==> src/hw/rtl/dpht_pkg.sv <==
// Shared types and constants for the depth-preferred hash table.
package dpht_pkg;

    // Field widths
    localparam int KEY_W      = 64;
    localparam int VALUE_W    = 32;
    localparam int DEPTH_W    = 8;
    localparam int MOVE_W     = 16;
    localparam int FLAG_W     = 8;
    localparam int REQ_W      = 2;
    localparam int PERMILLE_W = 10;
    localparam int USED_W     = 10;

    // Fill ratio arithmetic
    localparam int PERMILLE_SCALE = 1000;
    localparam int SCALED_W       = 20;
    localparam int RECIP_SHIFT    = 30;
    localparam int RECIP_W        = RECIP_SHIFT + 1;
    localparam int PROD_W         = SCALED_W + RECIP_W;

    // Stream bus widths
    localparam int S_TDATA_W = KEY_W + VALUE_W + DEPTH_W + MOVE_W + FLAG_W;
    localparam int M_PAD_W   = 6;
    localparam int M_TDATA_W = VALUE_W + MOVE_W + DEPTH_W + FLAG_W + PERMILLE_W + M_PAD_W;

    // Request kinds
    typedef enum logic [REQ_W-1:0] {
        REQ_STORE = 2'd0,
        REQ_PROBE = 2'd1,
        REQ_FILL  = 2'd2,
        REQ_CLEAR = 2'd3
    } req_e;

    // Controller states
    typedef enum logic [2:0] {
        ST_CLEAR,
        ST_IDLE,
        ST_EXEC,
        ST_FILL,
        ST_RESULT
    } state_e;

    // Input beat payload, key in the lowest bits
    typedef struct packed {
        logic [FLAG_W-1:0]         bound_flag;
        logic [MOVE_W-1:0]         best_move;
        logic [DEPTH_W-1:0]        depth;
        logic signed [VALUE_W-1:0] value;
        logic [KEY_W-1:0]          key;
    } in_data_t;

    // Packed entry word: flag 63..56, depth 55..48, move 47..32, value 31..0
    typedef struct packed {
        logic [FLAG_W-1:0]         flag;
        logic [DEPTH_W-1:0]        depth;
        logic [MOVE_W-1:0]         move;
        logic signed [VALUE_W-1:0] value;
    } entry_t;

    localparam int ENTRY_W = $bits(entry_t);

    // One memory slot: check word (key ^ entry) above the entry
    typedef struct packed {
        logic [KEY_W-1:0] check;
        entry_t           entry;
    } slot_t;

    localparam int SLOT_W = $bits(slot_t);

    // Output beat payload, value in the lowest bits
    typedef struct packed {
        logic [M_PAD_W-1:0]        pad;
        logic [PERMILLE_W-1:0]     fill_permille;
        logic [FLAG_W-1:0]         out_flag;
        logic [DEPTH_W-1:0]        out_depth;
        logic [MOVE_W-1:0]         out_move;
        logic signed [VALUE_W-1:0] out_value;
    } out_data_t;

    // Strobes from the controller to the datapath
    typedef struct packed {
        logic rd_en;
        logic div_start;
        logic exec_go;
        logic res_go;
        logic clr_wr;
        logic cnt_clear;
    } ctrl_t;

endpackage

==> src/hw/rtl/dpht_ctrl.sv <==
// Request sequencer: accept, read-modify-write, fill query, clearing sweep.
module dpht_ctrl
    import dpht_pkg::*;
#(
    parameter int INDEX_BITS = 12
)
(
    input  logic                  clk,
    input  logic                  rst_n,
    input  logic                  s_tvalid,
    input  req_e                  s_req,
    input  logic                  cfg_we,
    input  logic                  out_free,
    input  logic                  div_done,
    output logic                  s_tready,
    output ctrl_t                 ctrl,
    output logic [INDEX_BITS-1:0] clr_addr
);

    state_e                state_reg;
    state_e                state_next;
    logic [INDEX_BITS-1:0] clr_addr_reg;
    logic                  clr_req_reg;
    logic                  accept;
    logic                  clr_last;
    logic                  clr_start;

    assign accept    = (state_reg == ST_IDLE) && s_tvalid;
    assign clr_last  = &clr_addr_reg;
    assign clr_start = accept && (s_req == REQ_CLEAR);

    // Next state
    always_comb
    begin
        state_next = state_reg;
        case (state_reg)
            ST_CLEAR:
            begin
                if (clr_last)
                begin
                    state_next = clr_req_reg ? ST_RESULT : ST_IDLE;
                end
            end
            ST_IDLE:
            begin
                if (s_tvalid)
                begin
                    case (s_req)
                        REQ_STORE: state_next = ST_EXEC;
                        REQ_PROBE: state_next = ST_EXEC;
                        REQ_FILL:  state_next = ST_FILL;
                        default:   state_next = ST_CLEAR;
                    endcase
                end
            end
            ST_EXEC:
            begin
                if (out_free)
                begin
                    state_next = ST_IDLE;
                end
            end
            ST_FILL:
            begin
                if (div_done)
                begin
                    state_next = ST_RESULT;
                end
            end
            ST_RESULT:
            begin
                if (out_free)
                begin
                    state_next = ST_IDLE;
                end
            end
            default:
            begin
                state_next = ST_CLEAR;
            end
        endcase
        // New empty code wipes the table
        if (cfg_we)
        begin
            state_next = ST_CLEAR;
        end
    end

    // Outputs
    always_comb
    begin
        s_tready       = (state_reg == ST_IDLE);
        ctrl.rd_en     = accept;
        ctrl.div_start = accept && (s_req == REQ_FILL);
        ctrl.exec_go   = (state_reg == ST_EXEC) && out_free;
        ctrl.res_go    = (state_reg == ST_RESULT) && out_free;
        ctrl.clr_wr    = (state_reg == ST_CLEAR);
        ctrl.cnt_clear = (state_reg == ST_CLEAR);
    end

    // State, sweep address, pending clear result
    always_ff @(posedge clk or negedge rst_n)
    begin
        if (!rst_n)
        begin
            state_reg    <= ST_CLEAR;
            clr_addr_reg <= '0;
            clr_req_reg  <= 1'b0;
        end
        else
        begin
            state_reg <= state_next;
            if (cfg_we || clr_start)
            begin
                clr_addr_reg <= '0;
            end
            else if (state_reg == ST_CLEAR)
            begin
                clr_addr_reg <= clr_addr_reg + 1'b1;
            end
            if (clr_start)
            begin
                clr_req_reg <= 1'b1;
            end
            else if ((state_reg == ST_CLEAR) && clr_last && !cfg_we)
            begin
                clr_req_reg <= 1'b0;
            end
        end
    end

    assign clr_addr = clr_addr_reg;

endmodule

==> config.mk <==
export PLATFORM = sky130hd
export DESIGN_NAME = dpht_ctrl
export DESIGN_NICKNAME = d
export VERILOG_FILES = /design/src/hw/rtl/dpht_pkg.sv /design/src/hw/rtl/dpht_ctrl.sv
export SDC_FILE = /design/constraint.sdc
export NUM_CORES = 1
export LEC_CHECK = 0
export BUFFER_PORTS_ARGS = -buffer_cell sky130_fd_sc_hd__buf_2
export CAP_MARGIN = 10
export CORE_AREA = 2 2 53 42
export CTS_BUF_LIST = sky130_fd_sc_hd__clkbuf_16
export DETAILED_ROUTE_END_ITERATION = 10
export DIE_AREA = 0 0 55 44
export PLACE_DENSITY = 0.83
export SLEW_MARGIN = 20
export SYNTH_ARGS = -nofsm -noshare
export SYNTH_HDL_FRONTEND = slang
export SYNTH_SLANG_ARGS = --single-unit
==> constraint.sdc <==
create_clock -name clk -period 5.35 [get_ports clk]
set_input_delay 0.2675 -clock clk [delete_from_list [all_inputs] [get_ports clk]]
set_output_delay 0.2675 -clock clk [all_outputs]
set_load 0.05 [all_outputs]
## Word-level counts from Yosys, hierarchy flattened

Cells that the tools add are included.

| word-level totals | value |
|---|---|
| flip-flop bits (word level) | 16 |
| output and inout port bits | 19 |
| logic and storage cells | 44 |

| cells by class | value |
|---|---|
| muxes and demuxes | 12 |
| $add $sub $neg | 1 |
| eq/ne operators | 11 |
| reduce and logical (&&, ||, !) cells | 17 |

Operators with widths:

| kind | count |
|---|---|
| 12-bit two-way mux | 2 |
| 3-bit two-way mux | 6 |
| 12-bit by 1-bit adder with 12-bit output, second input constant | 1 |
| 3-bit case mux with 4 select lines | 1 |
| 12-bit AND reduction | 1 |
| 1-bit logical AND | 7 |
| 3-bit by 2-bit == test with 1-bit output, second input constant | 2 |
| 3-bit != test, second input constant | 2 |
| 2-bit == test, second input constant | 2 |
| 2-bit case mux with 2 select lines | 1 |
| 4-bit AND reduction | 1 |
| 2-bit nonzero test | 2 |
| 2-bit OR reduction | 2 |
| 3-bit by 1-bit == test with 1-bit output, second input constant | 1 |
| 3-bit == test, second input constant | 1 |
| 3-bit zero test | 1 |
| 3-bit by 1-bit != test with 1-bit output, second input constant | 1 |
| 3-bit by 2-bit != test with 1-bit output, second input constant | 1 |
| 2-bit by 1-bit == test with 1-bit output, second input constant | 1 |
| 2-bit zero test | 1 |
| 1-bit two-way mux | 2 |
| 1-bit zero test | 1 |
| 1-bit logical OR | 1 |

## Longest topological paths before layout

| depth | value |
|---|---|
| depth after elaboration | 6 |
| depth in mapped cells | 7 |

## Worst setup path after synthesis

Ideal clock, no wire load.

| path | value |
|---|---|
| path type | reg-to-output |
| start | register state_reg[2] |
| end | output port ctrl[4] in the netlist's numbering |
| path buffers | 1 |
| required time | 5.083 ns |
| arrival | 2.539 ns |
| setup slack | 2.543 ns |
| stages on the path, launching flop included | 5 |
| cell sequence | dfrtp_1 clkbuf_1 nor3b_1 and2_1 and3b_1 |

RTL lines:

| element | RTL line | text |
|---|---|---|
| start: declaration | dpht_ctrl.sv:20 | `state_e state_reg;` |
| start signal: assignment | dpht_ctrl.sv:112 | `state_reg <= state_next;` |
| end: declaration | dpht_ctrl.sv:16 | `output ctrl_t ctrl,` |

==> run metrics <==
run status completed; flops & latches, synth 16; die height 44 microns; Critical Path Start state_reg[0]; met1 Usage GRT 30.4%; grt total ovfl 0; WS Path Type flip-flop to primary output; Slew HR 71.0%; post-CTS resize count 0; dpl hpwl 1650 microns; TritonCTS buffer count 3; vias in the first global route 844; RR Startpoint state_reg[0]; fraction of registers with async set/reset 100%; Layout Nets between 100 and 150; Leak 0.552 nW; Post-Place Cells 150; Total Power 0.303 mW; sequential area share after synthesis 40.4%; vias per cell a little under 6; WL/cell 15.0 microns; GR peak layer met2; worst hold margin around 0.33 ns; reg2reg path depth 4; first-pass GRT wire length 3930 microns; Detail Route Antenna Nets 0; layout cell share with drive strength beyond 1 28.2%; RSZ-0062 raised after global routing false; crit end category primary output; synthesized area per cell 9.18 sq um; CP required 5.08 ns; pre-CTS setup slack 3.56 ns; largest net degree at the start of global routing 17; max FFs per register 12; switching pwr 0.0706 mW; io pins 27; Yosys warning count 0; final slew viol count 0; fin util 61.6%; Post-Synthesis Net Count 117; drt pass-1 iters 4; flop2flop setup slack 3.54 ns; largest cells by area after synthesis dfrtp_1 40%, nor2_1 4.9%, a21oi_1 3.5%; fmax 0.504 GHz; M2 GR Usage between 30 and 40%; # port buffers 26; Starting DRT DRC Count 29; post-route setup TNS 0 ns; H-tree depth 1; met3 Use GR between 8 and 9%; max-cap check violation count 0; Mapped Area 991 sq um; Worst setup SP type flip-flop; Worst-path clk slew 0.05 ns; Clock Sinks 16; CORE AREA just under 0.002 sq mm; Distinct cells, synth 41; via count between 800 and 900; Placer Congestion 0.865; Area after DPL 0.00110 sq mm; slew of the pin with the lowest slew margin 0.430 ns; Internal 0.232 mW; Routed Wire Length 2330 microns; reg-to-reg critical path endpoint clr_addr[10]; crit path time final 1.98 ns; sw frac 23.3%; post-route cell area 0.00119 sq mm; starting density of the core 51.4%; Rows 14; CP arrival between 1.5 and 2 ns; synthesized instance count about 110; Post-synth top cells 16 x dfrtp_1, 13 x nor2_1, 7 x a21oi_1, 7 x nand2_1; Max VDD drop approximately 240 uV; sequential power share 42.4%; Yosys top cell by area dfrtp_1; final hold vios 0; post-synth top area share 40.4%; Setup violations, final 0; antenna diode count 0; Area Overhead vs Synth 19.7%; DRC 0; gr usage total 23.0%; Tcrit/Tclk final 37.1%; clk root buf clkbuf_16; Power Density 255 mW/mm^2; setup slack after layout 3.37 ns; Clock power frac 48.9%; Final Non-Filler Cells 155; initial antenna violation count 0; DIE AREA 0.00242 sq mm; crit path to ctrl[4]; top_reg_cell synth dfrtp_1; CTS max path bufs 2; CTS tree yes; clk_lat worst skew 0.25 ns; cell with the most instances after synthesis dfrtp_1; Logic pwr share 8.7%; skew final 0.00297 ns; Die W roughly 55 microns; Post-synth EDFFs 0; CP Max Fanout 11; Min-Delay Path Class primary input to flip-flop
-- kinds of logic after synthesis --
kind of cell / after synthesis / synth area share, %
AND/OR/NAND/NOR: 57 / 34.1
flip-flops: 16 / 40.4
AO/OA/AOI/OAI: 15 / 9.85
buffers and inverters: 10 / 6.19
XOR/XNOR: 8 / 7.07
multiplexers: 1 / 1.14
adder cells (fa/ha/maj): 1 / 1.26
-- critical path, stage by stage (launching register included) --
cell	delay [ns]
dfrtp_1	0.51
nor3b_1	0.37
and2_1	0.19
and3b_1	0.14
buf_2	0.25
-- cells in the final DEF (no fill, tap or decap), types with 2 or more instances in the layout --
cell type / instances
xnor2_1: 4
nor3b_1: 3
and3_1: 2
a21oi_1: 7
nor4_1: 3
nor2_1: 13
nand4_1: 5
clkbuf_16: 3
inv_1: 2
nor2b_1: 2
nand3_1: 5
nand2b_1: 3
xor2_1: 4
dfrtp_1: 16
nand2_1: 7
or4b_2: 2
buf_2: 26
-- worst min-delay path by stage --
stage,start,end,slack [ns],cells after the start
5_1_grt,cfg_we,clr_addr[1],0.35,2
4_1_cts,cfg_we,clr_addr[1],0.33,2
3_3_place_gp,rst_n,clr_addr[9],0.19,1
6_report,cfg_we,clr_addr[6],0.33,2
2_1_floorplan,rst_n,clr_addr[0],-0.03,0
3_5_place_dp,rst_n,clr_addr[9],0.20,1
-- final cells by class --
type	instances	area [sq um]
Clock buffer	3	75.1
Clock inverter	1	3.75
Fill cell	161	741
Inverter	2	7.51
Multi-Input combinational cell	82	529
Sequential cell	16	400
Tap cell	24	30.0
Timing Repair Buffer	27	140
-- timing repair --
action,in CTS,in global routing
setup buffers,0,0
hold buffers,1,0
hold endpoints to repair,16,0
endpoints found under the setup margin,0,0
-- power by group through the flow --
| stage | combinational (mW) | sequential [mW] | clock [mW] |
|---|---|---|---|
| floorplan | 0.00925 | 0.137 | 0 |
| global route | 0.0290 | 0.129 | 0.154 |
| global placement | 0.0249 | 0.130 | 0 |
| CTS | 0.0264 | 0.128 | 0.148 |
| detailed placement | 0.0256 | 0.130 | 0 |
| finish | 0.0263 | 0.128 | 0.148 |
-- routing by layer --
metal | wire, microns | share of wire (%)
met1 | 957 | 41
met2 | 1070 | 46
met3 | 239 | 10
met4 | 53 | 2.3
met5 | 0 | 0
No activity file was read; power rests on OpenSTA's default activity.
