File: config.mk
export PLATFORM = sky130hd
export DESIGN_NAME = dpht_fill_div
export DESIGN_NICKNAME = d
export VERILOG_FILES = /design/src/hw/rtl/dpht_pkg.sv /design/src/hw/rtl/dpht_fill_div.sv
export SDC_FILE = /design/constraint.sdc
export NUM_CORES = 1
export LEC_CHECK = 0
export BUFFER_PORTS_ARGS = -buffer_cell sky130_fd_sc_hd__buf_2
export CAP_MARGIN = 20
export CORE_MARGIN = 4
export CORE_UTILIZATION = 40
export DETAILED_ROUTE_END_ITERATION = 8
export MAX_ROUTING_LAYER = met4
export PLACE_DENSITY = 0.65
export SETUP_SLACK_MARGIN = 0.4
export SYNTH_ARGS = -nofsm -noshare
export SYNTH_HDL_FRONTEND = slang
export SYNTH_SLANG_ARGS = --single-unit
File: constraint.sdc
create_clock -name clk -period 6.26 [get_ports clk]
set_input_delay 0.313 -clock clk [delete_from_list [all_inputs] [get_ports clk]]
set_output_delay 0.313 -clock clk [all_outputs]
set_load 0.005 [all_outputs]
File: src/hw/rtl/dpht_pkg.sv
// Shared types and constants for the depth-preferred hash table.
package dpht_pkg;

    // Field widths
    localparam int KEY_W      = 64;
    localparam int VALUE_W    = 32;
    localparam int DEPTH_W    = 8;
    localparam int MOVE_W     = 16;
    localparam int FLAG_W     = 8;
    localparam int REQ_W      = 2;
    localparam int PERMILLE_W = 10;
    localparam int USED_W     = 10;

    // Fill ratio arithmetic
    localparam int PERMILLE_SCALE = 1000;
    localparam int SCALED_W       = 20;
    localparam int RECIP_SHIFT    = 30;
    localparam int RECIP_W        = RECIP_SHIFT + 1;
    localparam int PROD_W         = SCALED_W + RECIP_W;

    // Stream bus widths
    localparam int S_TDATA_W = KEY_W + VALUE_W + DEPTH_W + MOVE_W + FLAG_W;
    localparam int M_PAD_W   = 6;
    localparam int M_TDATA_W = VALUE_W + MOVE_W + DEPTH_W + FLAG_W + PERMILLE_W + M_PAD_W;

    // Request kinds
    typedef enum logic [REQ_W-1:0] {
        REQ_STORE = 2'd0,
        REQ_PROBE = 2'd1,
        REQ_FILL  = 2'd2,
        REQ_CLEAR = 2'd3
    } req_e;

    // Controller states
    typedef enum logic [2:0] {
        ST_CLEAR,
        ST_IDLE,
        ST_EXEC,
        ST_FILL,
        ST_RESULT
    } state_e;

    // Input beat payload, key in the lowest bits
    typedef struct packed {
        logic [FLAG_W-1:0]         bound_flag;
        logic [MOVE_W-1:0]         best_move;
        logic [DEPTH_W-1:0]        depth;
        logic signed [VALUE_W-1:0] value;
        logic [KEY_W-1:0]          key;
    } in_data_t;

    // Packed entry word: flag 63..56, depth 55..48, move 47..32, value 31..0
    typedef struct packed {
        logic [FLAG_W-1:0]         flag;
        logic [DEPTH_W-1:0]        depth;
        logic [MOVE_W-1:0]         move;
        logic signed [VALUE_W-1:0] value;
    } entry_t;

    localparam int ENTRY_W = $bits(entry_t);

    // One memory slot: check word (key ^ entry) above the entry
    typedef struct packed {
        logic [KEY_W-1:0] check;
        entry_t           entry;
    } slot_t;

    localparam int SLOT_W = $bits(slot_t);

    // Output beat payload, value in the lowest bits
    typedef struct packed {
        logic [M_PAD_W-1:0]        pad;
        logic [PERMILLE_W-1:0]     fill_permille;
        logic [FLAG_W-1:0]         out_flag;
        logic [DEPTH_W-1:0]        out_depth;
        logic [MOVE_W-1:0]         out_move;
        logic signed [VALUE_W-1:0] out_value;
    } out_data_t;

    // Strobes from the controller to the datapath
    typedef struct packed {
        logic rd_en;
        logic div_start;
        logic exec_go;
        logic res_go;
        logic clr_wr;
        logic cnt_clear;
    } ctrl_t;

endpackage

File: src/hw/rtl/dpht_fill_div.sv
// Fill ratio unit: used * 1000 / sample size by reciprocal multiply and correction.
module dpht_fill_div
    import dpht_pkg::*;
#(
    parameter int unsigned SAMPLE_SIZE = 1000
)
(
    input  logic                  clk,
    input  logic                  rst_n,
    input  logic                  start,
    input  logic [USED_W-1:0]     used,
    output logic                  done,
    output logic [PERMILLE_W-1:0] quot
);

    localparam logic [RECIP_W-1:0] RECIP =
        RECIP_W'((64'd1 << RECIP_SHIFT) / SAMPLE_SIZE);
    localparam logic [USED_W-1:0] DIVISOR = USED_W'(SAMPLE_SIZE);

    logic                  v1_reg;
    logic                  v2_reg;
    logic                  v3_reg;
    logic [SCALED_W-1:0]   scaled_reg;
    logic [SCALED_W-1:0]   num_reg;
    logic [PERMILLE_W-1:0] qest_reg;
    logic [PERMILLE_W-1:0] quot_reg;
    logic [USED_W-1:0]     used_clamped;
    logic [PROD_W-1:0]     prod;
    logic [SCALED_W-1:0]   back;
    logic [SCALED_W-1:0]   rem;

    // Stage valids
    always_ff @(posedge clk or negedge rst_n)
    begin
        if (!rst_n)
        begin
            v1_reg <= 1'b0;
            v2_reg <= 1'b0;
            v3_reg <= 1'b0;
        end
        else
        begin
            v1_reg <= start;
            v2_reg <= v1_reg;
            v3_reg <= v2_reg;
        end
    end

    // Stage 1: clamp and scale by 1000
    assign used_clamped = (used > DIVISOR) ? DIVISOR : used;

    always_ff @(posedge clk)
    begin
        if (start)
        begin
            scaled_reg <= SCALED_W'(used_clamped * PERMILLE_SCALE);
        end
    end

    // Stage 2: estimate, low by at most one
    assign prod = PROD_W'(scaled_reg) * PROD_W'(RECIP);

    always_ff @(posedge clk)
    begin
        if (v1_reg)
        begin
            num_reg  <= scaled_reg;
            qest_reg <= prod[RECIP_SHIFT +: PERMILLE_W];
        end
    end

    // Stage 3: remainder check and correction
    assign back = SCALED_W'(qest_reg) * SCALED_W'(DIVISOR);
    assign rem  = num_reg - back;

    always_ff @(posedge clk)
    begin
        if (v2_reg)
        begin
            quot_reg <= (rem >= SCALED_W'(DIVISOR)) ? qest_reg + 1'b1 : qest_reg;
        end
    end

    assign done = v3_reg;
    assign quot = quot_reg;

endmodule

# Word level (Yosys, flattened, before mapping)
# Cells that the tools add are included.
[totals] ff_bits=57 inputBits=13 wordCells=16
[op_classes] addsub=2 multipliers=3 magnitude_cmp=2 n_mux=2
[op_table] cell="$mul A17 B21 Y37 const B" n=1
[op_table] cell="$mul A10 B7 Y17 const B" n=2
[op_table] cell="$ge A20 B10 Y1 const B" n=1
[op_table] cell="$mux W10" n=2
[op_table] cell="$sub A20 B20 Y20" n=1
[op_table] cell="$add A10 B1 Y10 const B" n=1
[op_table] cell="$gt A10 B10 Y1 const B" n=1

# Longest topological paths before layout
# Gate-level depths: netlist of the first run.
[depth] word_depth=4 mapped_depth=27

# Worst setup path before layout of the first run
# Ideal clock, no wire load.
[synth_path] kind="register to register" from="register qest_reg[0]" to="register quot_reg[0], in the netlist quot[0], data pin" arrival_time_ps=5913 required_time_ps=5992 path_slack_ps=80 stages_incl_launch_ff=24 path_buffers=1 path_cell_list="edfxtp_1 -> fa_1 -> fa_1 -> inv_1 -> fa_1 -> fa_1 -> inv_1 -> ha_1 -> o21ai_0 -> a21oi_1 -> o21ai_0 -> nand2b_1 -> a21o_1 -> a21oi_1 -> xor2_1 -> ha_1 -> a21o_1 -> a21oi_1 -> o21ai_0 -> or4_1 -> a2111oi_1 -> a21bo_2 -> buf_6 -> xor2_1"
[synth_via] elab_chain_cells=4 word_cells_on_any_way=5 classes_between="add/sub: 2; mul: 1; order compare: 1; mux: 1"
[synth_lines] element="start, declared" line="dpht_fill_div.sv:25" source="logic [PERMILLE_W-1:0] qest_reg;"
[synth_lines] element="start signal, assigned" line="dpht_fill_div.sv:68" source="qest_reg <= prod[RECIP_SHIFT +: PERMILLE_W];"
[synth_lines] element="$mul A10 B7 Y17" line="dpht_fill_div.sv:73" source="assign back = SCALED_W'(qest_reg) * SCALED_W'(DIVISOR);"
[synth_lines] element="$sub A20 B20 Y20" line="dpht_fill_div.sv:74" source="assign rem = num_reg - back;"
[synth_lines] element="$ge A20 B10 Y1" line="dpht_fill_div.sv:80" source="quot_reg <= (rem >= SCALED_W'(DIVISOR)) ? qest_reg + 1'b1 : qest_reg;"
[synth_lines] element="$mux W10 *" line="dpht_fill_div.sv:80"
[synth_lines] element="end signal, assigned" line="dpht_fill_div.sv:80"
[synth_lines] element="end, declared" line="dpht_fill_div.sv:26" source="logic [PERMILLE_W-1:0] quot_reg;"
# Every way passes the cells marked *; elsewhere a longest branch is shown, timed or not.
# A chain may end at the register's enable or synchronous reset.

# Worst setup path after layout of the first run
[layout_path] from="register qest_reg[1]" to="register quot_reg[5], in the netlist quot[5], data pin"
# Same word-level chain as after synthesis.

==> results of run 1 <==
-- Yosys cell counts (3+ instances only) --
library cell / n
inv_1: 257
ha_1: 251
fa_1: 125
edfxtp_1: 54
a21oi_1: 37
xnor2_1: 29
nand2_1: 27
o21ai_0: 25
xor2_1: 23
a21o_1: 17
nor2_1: 15
nand3_1: 11
a211oi_1: 9
nand2b_1: 9
nor2b_1: 8
o211ai_1: 8
nor3_1: 7
o2111ai_1: 7
or2_2: 7
or3_1: 7
and3_1: 6
a31oi_1: 5
nand4_1: 5
and4_1: 4
nand3_2: 4
o21a_1: 4
a2111oi_0: 3
a21oi_2: 3
and2_1: 3
dfrtp_1: 3
o21ai_1: 3
o21ba_2: 3
o21bai_1: 3
-- worst register-to-register path: stages (launching register included) --
cell	delay, ns
edfxtp_1	0.46
buf_6	0.16
fa_1	0.47
fa_1	0.50
inv_1	0.05
fa_1	0.46
fa_1	0.54
inv_2	0.05
ha_4	0.22
o21ai_4	0.06
a21oi_2	0.08
o21ai_1	0.11
nand2b_1	0.11
a21o_1	0.18
a21oi_2	0.14
xor2_1	0.20
ha_1	0.31
o21a_1	0.22
nor2_2	0.12
a211oi_1	0.08
or4_4	0.54
a2111oi_4	0.43
a21bo_4	0.32
nand4_1	0.10
xnor2_1	0.08
-- per-layer routing --
layer | part of all wire | wire, µm
met3 | 0.032 | 669
met4 | 0.0093 | 195
met1 | 0.45 | 9430
met5 | 0 | 0
met2 | 0.51 | 10700
-- cell families (layout without fill, tap and decap cells) --
| logic type | after synthesis | after routing | share of synthesized area |
|---|---|---|---|
| adders and majority gates | 376 | 376 | 0.541 |
| buffers and inverters | 260 | 351 | 0.0943 |
| AOI/OAI and AO/OA | 145 | 146 | 0.0941 |
| and+or+nand+nor | 118 | 118 | 0.0617 |
| DFF | 57 | 57 | 0.163 |
| xor gates and xnor gates | 52 | 52 | 0.0437 |
| muxes | 2 | 2 | 0.00204 |
-- worst max path at each step --
stage / end / cells after the start
6_report: quot[5] / 24
2_1_floorplan: quot[0] / 23
3_3_place_gp: quot[5] / 25
5_1_grt: quot[5] / 24
4_1_cts: quot[5] / 24
3_5_place_dp: quot[5] / 25
-- repair_timing --
item                                   CTS  global route
hold buffers                             1             0
cloned                                   1             0
setup endpoints to repair               13            13
endpoints found under the hold margin    3             0
pin swaps                               15            12
setup buffers                           21             8
gates resized for setup                 18            11
-- area by class of cell --
type                       instances  share of cell area
clock buffer                       9              0.0189
clock inverter                     7             0.00861
inverter                         257              0.0810
multi-input combinational        694               0.668
sequential                        57               0.142
tap                              330              0.0347
timing repair buffer              78              0.0465
-- stage by stage --
step	TNS, ns	utilization
2_1_floorplan	0	-
5_1_grt	-1.85	0.469
3_5_place_dp	-1.41	0.439
3_3_place_gp	0	0.439
6_report	0	0.469
4_1_cts	0	0.463
==> impl_metrics.json, run 1 <==
{
  "initial_core_util": 0.410,
  "grt_pass1_wl_um": 35600,
  "stdcell_area_mm2": 0.0119,
  "startpoint": "qest_reg[1]",
  "grt_busiest_layer": "met2",
  "hold_ws_ns": 0.299,
  "fill_cells": 2391,
  "reg2reg_setup_slack_ns": 0.03,
  "grtUsageMet3": 0.0205,
  "arrival_ns": 6.31,
  "r2r-end": "quot[5]",
  "rows": 58,
  "endpoint_kind": "flip-flop",
  "coreArea_mm2": 0.0254,
  "synth_top_area_share": 0.301,
  "synth-seq-area-share": 0.163,
  "drcViolationCount": 0,
  "setup_violations": 0,
  "grtUsageMet1": 0.201,
  "cts-root-buf": "clkbuf_16",
  "fp.dieH_um": 169,
  "synthesis.area_mm2": 0.0104,
  "drive_above_1_share": 0.133,
  "drt_iter0_markers": 300,
  "die_w_um": 169,
  "avgRoutedWirePerCell_um": 14.7,
  "yosys_most_used_dff": "edfxtp_1",
  "diodes": 0,
  "fin_skew_ns": 0.00769,
  "synth_top_cell_by_area": "ha_1",
  "finalHoldViolCount": 0,
  "grt_overflow": 0,
  "clock_latency_ns": 0.33,
  "multi_input_comb_area_mm2": 0.00796,
  "clock_sinks": 57,
  "grt_max_degree": 29,
  "htreeDepth": 3,
  "clk_pin_slew_ns": 0.06,
  "areaGrowthSynthToFinish_pct": 14.3,
  "antenna_found_initial": 0,
  "regArea_mm2": 0.00170,
  "dp_hpwl_um": 17700,
  "finalWorstSetupSlack_ns": 0.0341,
  "ant_nets": 0,
  "cts_buffers": 9,
  "final_cells": 1432,
  "synth_area_leaders": "ha_1 (30%), fa_1 (24%), edfxtp_1 (16%)",
  "place_congestion": 0.873,
  "worstMarginPinSlew_ns": 0.530,
  "grt_setup_unrepaired": "true",
  "min_period_ns": 6.23,
  "drv_cap": 0,
  "use_met2": 0.271,
  "yosys_warnings": 0,
  "totalWireLength_um": 21000,
  "dp_slack_ns": -0.179,
  "r2r_start": "qest_reg[1]",
  "cp_slowest_cell": "fa_1",
  "status": "completed",
  "placed_cell_area_mm2": 0.0112,
  "port_buffers": 23,
  "max_freq_mhz": 161,
  "fin_nets": 1486,
  "avgViaCountPerCell": 4.97,
  "avgSynthCellArea_um2": 10.3,
  "slowest_delay_ns": 0.54,
  "drv_slew": 0,
  "grt_use_total": 0.157,
  "layout_worst_path_cycle_share": 0.995,
  "syn_nets": 1399,
  "layout_common_cells": "inv_1 (250), ha_1 (248), fa_1 (125)",
  "dpl.cell_count": 1384,
  "synthArstFlopShare": 0.0526,
  "die_area_mm2": 0.0287,
  "path_buf_inv": 3,
  "path_cells": "buf_6 > fa_1 > fa_1 > inv_1 > fa_1 > fa_1 > inv_2 > ha_4 > o21ai_4 > a21oi_2 > o21ai_1 > nand2b_1 > a21o_1 > a21oi_2 > xor2_1 > ha_1 > o21a_1 > nor2_2 > a211oi_1 > or4_4 > a2111oi_4 > a21bo_4 > nand4_1 > xnor2_1",
  "synth_edf_count": 54,
  "reg2reg_depth": 24,
  "hold_path_class": "input port to asynchronous set/reset pin",
  "slew_headroom": 0.647,
  "syn_inst": 1010,
  "cts_tree": "built",
  "cp_top_family": "adder cells",
  "crit_type": "flip-flop to flip-flop",
  "grt_pass1_vias": 7462,
  "ioPinCount": 24,
  "ys_types": 57,
  "cp_data_required_time_ns": 6.35,
  "vias": 7112,
  "clock_path_buffers": 2,
  "synth-seq-cells": 57,
  "drtPass1Iterations": 4,
  "mostFrequentLayoutCell": "inv_1",
  "path_common_cell": "fa_1",
  "start_kind": "flip-flop",
  "path_max_fanout": 6
}
Power of run 1 is left out: the tool's default activity adds up to more than one toggle a clock period on the data nets, which glitch-free logic cannot reach.
==> run 2, diff against run 1 <==
--- a/config.mk
+++ b/config.mk
@@ -5,6 +5,7 @@
 export SDC_FILE = /design/constraint.sdc
 export NUM_CORES = 1
 export LEC_CHECK = 0
+export ABC_AREA = 1
 export BUFFER_PORTS_ARGS = -buffer_cell sky130_fd_sc_hd__buf_2
 export CAP_MARGIN = 20
 export CORE_MARGIN = 4
@@ -12,6 +13,7 @@
 export DETAILED_ROUTE_END_ITERATION = 8
 export MAX_ROUTING_LAYER = met4
 export PLACE_DENSITY = 0.65
+export REMOVE_ABC_BUFFERS = 1
 export SETUP_SLACK_MARGIN = 0.4
 export SYNTH_ARGS = -nofsm -noshare
 export SYNTH_HDL_FRONTEND = slang
==> run 2 against run 1 <==
Fmax grew 7.8%. Cell count grew 25%. Utilization shrank 0.74 points. Worst hold slack gained 0.015 ns. Non-clock buffer count shrank 16. Die area grew 8.6%. Synthesized area grew 9.1%. Count of clock-buffer cells in the layout is the same. Synthesized cell count grew 33%. Worst setup slack gained 0.45 ns. Critical path type unchanged.
==> impl_metrics.json, run 2 <==
{
  "clock_latency_ns": 0.34,
  "die_w_um": 177,
  "yosys_warnings": 0,
  "use_met2": 0.326,
  "drv_slew": 0,
  "synth_common_cells": "inv_1 (336), ha_1 (251), nand2_1 (230)",
  "path_max_fanout": 6,
  "synth_edf_count": 54,
  "avgSynthCellArea_um2": 8.49,
  "reg2reg_setup_slack_ns": 0.48,
  "grt_busiest_layer": "met2",
  "cp_data_required_time_ns": 6.36,
  "drcViolationCount": 0,
  "synth_top_area_share": 0.276,
  "port_buffers": 23,
  "setup_violations": 0,
  "max_freq_mhz": 173,
  "final_cells": 1793,
  "slowest_delay_ns": 0.50,
  "hold_path_class": "input port to asynchronous set/reset pin",
  "fin_nets": 1799,
  "grt_use_total": 0.183,
  "worstMarginPinSlew_ns": 0.528,
  "setup-tns-final_ns": 0,
  "layout_worst_path_cycle_share": 0.923,
  "cts_tree": "built",
  "diodes": 0,
  "totalWireLength_um": 26700,
  "synth_most_common_cell": "inv_1",
  "status": "completed",
  "rows": 61,
  "drv_cap": 0,
  "synthesis.area_mm2": 0.0114,
  "clk_pin_slew_ns": 0.06,
  "fp.dieH_um": 177,
  "grt_pass1_vias": 9121,
  "antenna_found_initial": 0,
  "syn_inst": 1339,
  "min_period_ns": 5.78,
  "fill_cells": 2673,
  "cp_slowest_cell": "fa_1",
  "grt_setup_unrepaired": "true",
  "synth_top_cell_by_area": "ha_1",
  "synth-seq-cells": 57,
  "clock_path_buffers": 2,
  "avgViaCountPerCell": 4.87,
  "finalHoldViolCount": 0,
  "synthArstFlopShare": 0.0526,
  "initial_core_util": 0.407,
  "grt_pass1_wl_um": 44100,
  "place_congestion": 0.908,
  "slew_headroom": 0.648,
  "synth-seq-area-share": 0.149,
  "drive_above_1_share": 0.109,
  "dpl.cell_count": 1749,
  "die_area_mm2": 0.0312,
  "crit_type": "flip-flop to flip-flop",
  "ioPinCount": 24,
  "endpoint_kind": "flip-flop",
  "drtPass1Iterations": 5,
  "synth_area_leaders": "ha_1 (28%), fa_1 (22%), edfxtp_1 (14%)",
  "grt_overflow": 0,
  "layout_common_cells": "inv_1 (327), ha_1 (244), nand2_1 (220)",
  "grtUsageMet1": 0.217,
  "dp_hpwl_um": 22700,
  "arrival_ns": 5.87,
  "grtUsageMet3": 0.0225,
  "ant_nets": 0,
  "drt_iter0_markers": 561,
  "yosys_most_used_dff": "edfxtp_1",
  "ys_types": 39,
  "grt_max_degree": 29,
  "cts_buffers": 9,
  "areaGrowthSynthToFinish_pct": 13.4,
  "coreArea_mm2": 0.0279,
  "fin_skew_ns": 0.00738,
  "vias": 8726,
  "finish.utilization": 0.462,
  "cts-root-buf": "clkbuf_16",
  "start_kind": "flip-flop",
  "mostFrequentLayoutCell": "inv_1",
  "htreeDepth": 3,
  "avgRoutedWirePerCell_um": 14.9,
  "clock_sinks": 57
}
[run 2: final cells by class]
cell class	count	area [µm²]	area share
repair buffers	62	480	0.0373
multi-input cells	939	8650	0.671
well taps	378	473	0.0367
flip-flops and latches	57	1700	0.132
clock buffers	9	225	0.0175
inverters	341	1280	0.0993
clock inverters	7	93.8	0.00728
[run 2: critical path: cells and delay by family (launching register included)]
kind            cells  cell delay (ns)
compound gates      4             0.44
xor+xnor            2             0.27
flops               1             0.44
fa+ha+maj           6             2.67
buf+inv             6             0.50
simple gates       12             1.19
[run 2: cells by family after synthesis]
family | share of synthesized area
compound gates | 0.0692
xor+xnor | 0.0270
fa+ha+maj | 0.496
buf+inv | 0.114
flops | 0.149
simple gates | 0.144
[run 2: final timing paths]
kind | startpoint | endpoint | cells after the start
worst max-delay path | qest_reg[4] | quot[0] | 30
worst min-delay path | rst_n | v2_reg | 2
worst max register to register | qest_reg[4] | quot[0] | 30
worst min register to register | v1_reg | v2_reg | 0
max in group asynchronous | rst_n | done | 2
min in group clk | start | v1_reg | 1
[run 2: metal layers]
metal,vias up,routed length (µm)
met3,49,957
li1,4406,-
met2,162,13700
met1,4109,11300
met4,0,777
met5,-,0
[run 2: timing repair]
action	in CTS	in global routing
hold buffers	1	0
buffers inserted	4	21
pin swaps	1	43
endpoints found under the hold margin	3	0
setup endpoints to repair	10	10
cloned	0	1
gates resized for setup	13	62
[run 2: metrics by stage]
step                      hold WS [ns]  instance area [µm²]  worst slack, ns
after detailed placement         0.110                12000            0.167
after floorplan                 0.0174                11400            0.690
after CTS                        0.281                12400            0.401
after global routing             0.317                12900            0.203
after global placement           0.109                12000            0.314
final                            0.314                12900            0.482
Power of run 2 is left out for the same reason.
==> run 3, diff against run 2 <==
--- a/config.mk
+++ b/config.mk
@@ -11,10 +11,12 @@
 export CORE_MARGIN = 4
 export CORE_UTILIZATION = 40
 export DETAILED_ROUTE_END_ITERATION = 8
+export GPL_TIMING_DRIVEN = 0
 export MAX_ROUTING_LAYER = met4
 export PLACE_DENSITY = 0.65
 export REMOVE_ABC_BUFFERS = 1
 export SETUP_SLACK_MARGIN = 0.4
+export SLEW_MARGIN = 10
 export SYNTH_ARGS = -nofsm -noshare
 export SYNTH_HDL_FRONTEND = slang
 export SYNTH_SLANG_ARGS = --single-unit
==> constraint.sdc (replaced) <==
create_clock -name clk -period 6.26 [get_ports clk]
set_input_delay 0.626 -clock clk [delete_from_list [all_inputs] [get_ports clk]]
set_output_delay 0.626 -clock clk [all_outputs]
set_load 0.005 [all_outputs]
==> run 3 against run 2 <==
Sequential share of layout area grew 0.073 points. Register-to-register slack gained 0.05 ns. Global-route usage shrank 0.94 points. Routed wire length shrank 3.1%. Critical endpoint is now quot[5].
==> impl_metrics.json, run 3 (synthesized netlist as in run 2, its figures left out) <==
{
  "drtPass1Iterations": 5,
  "drv_slew": 0,
  "min_period_ns": 5.73,
  "worstMarginPinSlew_ns": 1.02,
  "rows": 61,
  "grt_overflow": 0,
  "place_congestion": 0.945,
  "antenna_found_initial": 0,
  "r2r_start": "qest_reg[3]",
  "status": "completed",
  "coreArea_mm2": 0.0279,
  "hold_path_class": "input port to asynchronous set/reset pin",
  "mostFrequentLayoutCell": "inv_1",
  "grt_setup_unrepaired": "true",
  "crit_type": "flip-flop to flip-flop",
  "fp.dieH_um": 177,
  "ioPinCount": 24,
  "ant_nets": 0,
  "dp_hpwl_um": 21400,
  "clock_sinks": 57,
  "layout_common_cells": "inv_1 (329), ha_1 (241), nand2_1 (221)",
  "fill_cells": 2709,
  "avgRoutedWirePerCell_um": 14.5,
  "grt_pass1_vias": 9143,
  "grt_pass1_wl_um": 42400,
  "path_common_cell": "nand2_1",
  "totalWireLength_um": 25900,
  "cts-root-buf": "clkbuf_16",
  "slew_headroom": 0.317,
  "port_buffers": 23,
  "finalHoldViolCount": 0,
  "clock_path_buffers": 2,
  "avgViaCountPerCell": 4.92,
  "areaGrowthSynthToFinish_pct": 12.8,
  "cp_slowest_cell": "fa_1",
  "arrival_ns": 5.84,
  "r2r-end": "quot[5]",
  "reg2reg_setup_slack_ns": 0.53,
  "layout_worst_path_cycle_share": 0.916,
  "slowest_delay_ns": 0.51,
  "endpoint_kind": "flip-flop",
  "reg2reg_depth": 29,
  "initial_core_util": 0.407,
  "clock_latency_ns": 0.34,
  "path_max_fanout": 8,
  "grt_use_total": 0.173,
  "cts_buffers": 9,
  "fin_skew_ns": 0.00686,
  "grt_max_degree": 29,
  "drv_cap": 0,
  "die_area_mm2": 0.0312,
  "fin_nets": 1789,
  "drive_above_1_share": 0.103,
  "cts_tree": "built",
  "diodes": 0,
  "max_freq_mhz": 174,
  "drcViolationCount": 0,
  "cp_data_required_time_ns": 6.36,
  "htreeDepth": 3,
  "vias": 8767,
  "clk_pin_slew_ns": 0.06,
  "start_kind": "flip-flop",
  "setup_violations": 0,
  "setup-tns-final_ns": 0,
  "die_w_um": 177,
  "drt_iter0_markers": 497
}
-- run 3: changes by cell type in the layout (fill, tap and decap cells not counted), sizes merged --
cell	delta
clkbuf	+1
buf	-9
dlygate4sd3	-1
clkinv	-1
-- run 3: worst max-delay path: cells and delay by family (launching register included) --
kind / cells / cell delay (ns)
buffers and inverters: 8 / 0.82
flip-flops: 1 / 0.45
adder cells (fa/ha/maj): 6 / 2.59
XOR/XNOR: 1 / 0.16
AND/OR/NAND/NOR: 13 / 1.28
AO/OA/AOI/OAI: 1 / 0.21
-- run 3: worst max path at each step --
stage	start	to	slack [ns]	depth (start not counted)
6_report	qest_reg[3]	quot[5]	0.53	29
3_5_place_dp	qest_reg[0]	quot[3]	0.05	27
5_1_grt	qest_reg[3]	quot[8]	0.28	32
4_1_cts	qest_reg[2]	quot[9]	0.42	30
3_3_place_gp	qest_reg[0]	quot[3]	0.11	27
2_1_floorplan	qest_reg[5]	quot[3]	0.69	29
-- run 3: final cells by class --
type,instances,area [µm²],area share
tap,378,473,0.0369
multi-input combinational,939,8670,0.676
clock buffer,10,239,0.0186
inverter,341,1280,0.100
timing repair buffer,52,378,0.0295
clock inverter,6,90.1,0.00702
sequential,57,1700,0.132
-- run 3: per-stage QoR --
| step | instance area [µm²] | util | hold WS [ns] | std cells | setup slack [ns] |
|---|---|---|---|---|---|
| global route | 12800 | 0.459 | 0.0612 | 1783 | 0.282 |
| floorplan | 11400 | - | 0.330 | 1337 | 0.690 |
| CTS | 12400 | 0.444 | 0.0598 | 1767 | 0.415 |
| global placement | 11900 | 0.427 | 0.422 | 1738 | 0.113 |
| finish | 12800 | 0.459 | 0.0649 | 1783 | 0.529 |
| detailed placement | 11900 | 0.427 | 0.423 | 1738 | 0.0451 |
-- run 3: repair_timing --
item	4_1_cts	5_1_grt
gates resized for setup	16	61
setup buffers	13	15
cloned	0	1
endpoints found under the setup margin	10	10
pin swaps	3	45
hold buffers	0	0
-- run 3: per-layer routing --
layer	GRT usage	vias up	routed length (µm)
met5	-	-	0
met3	0.0165	57	793
li1	-	4375	-
met1	0.209	4177	11100
met4	0.0580	0	846
met2	0.305	158	13100
Power of run 3 is left out for the same reason.
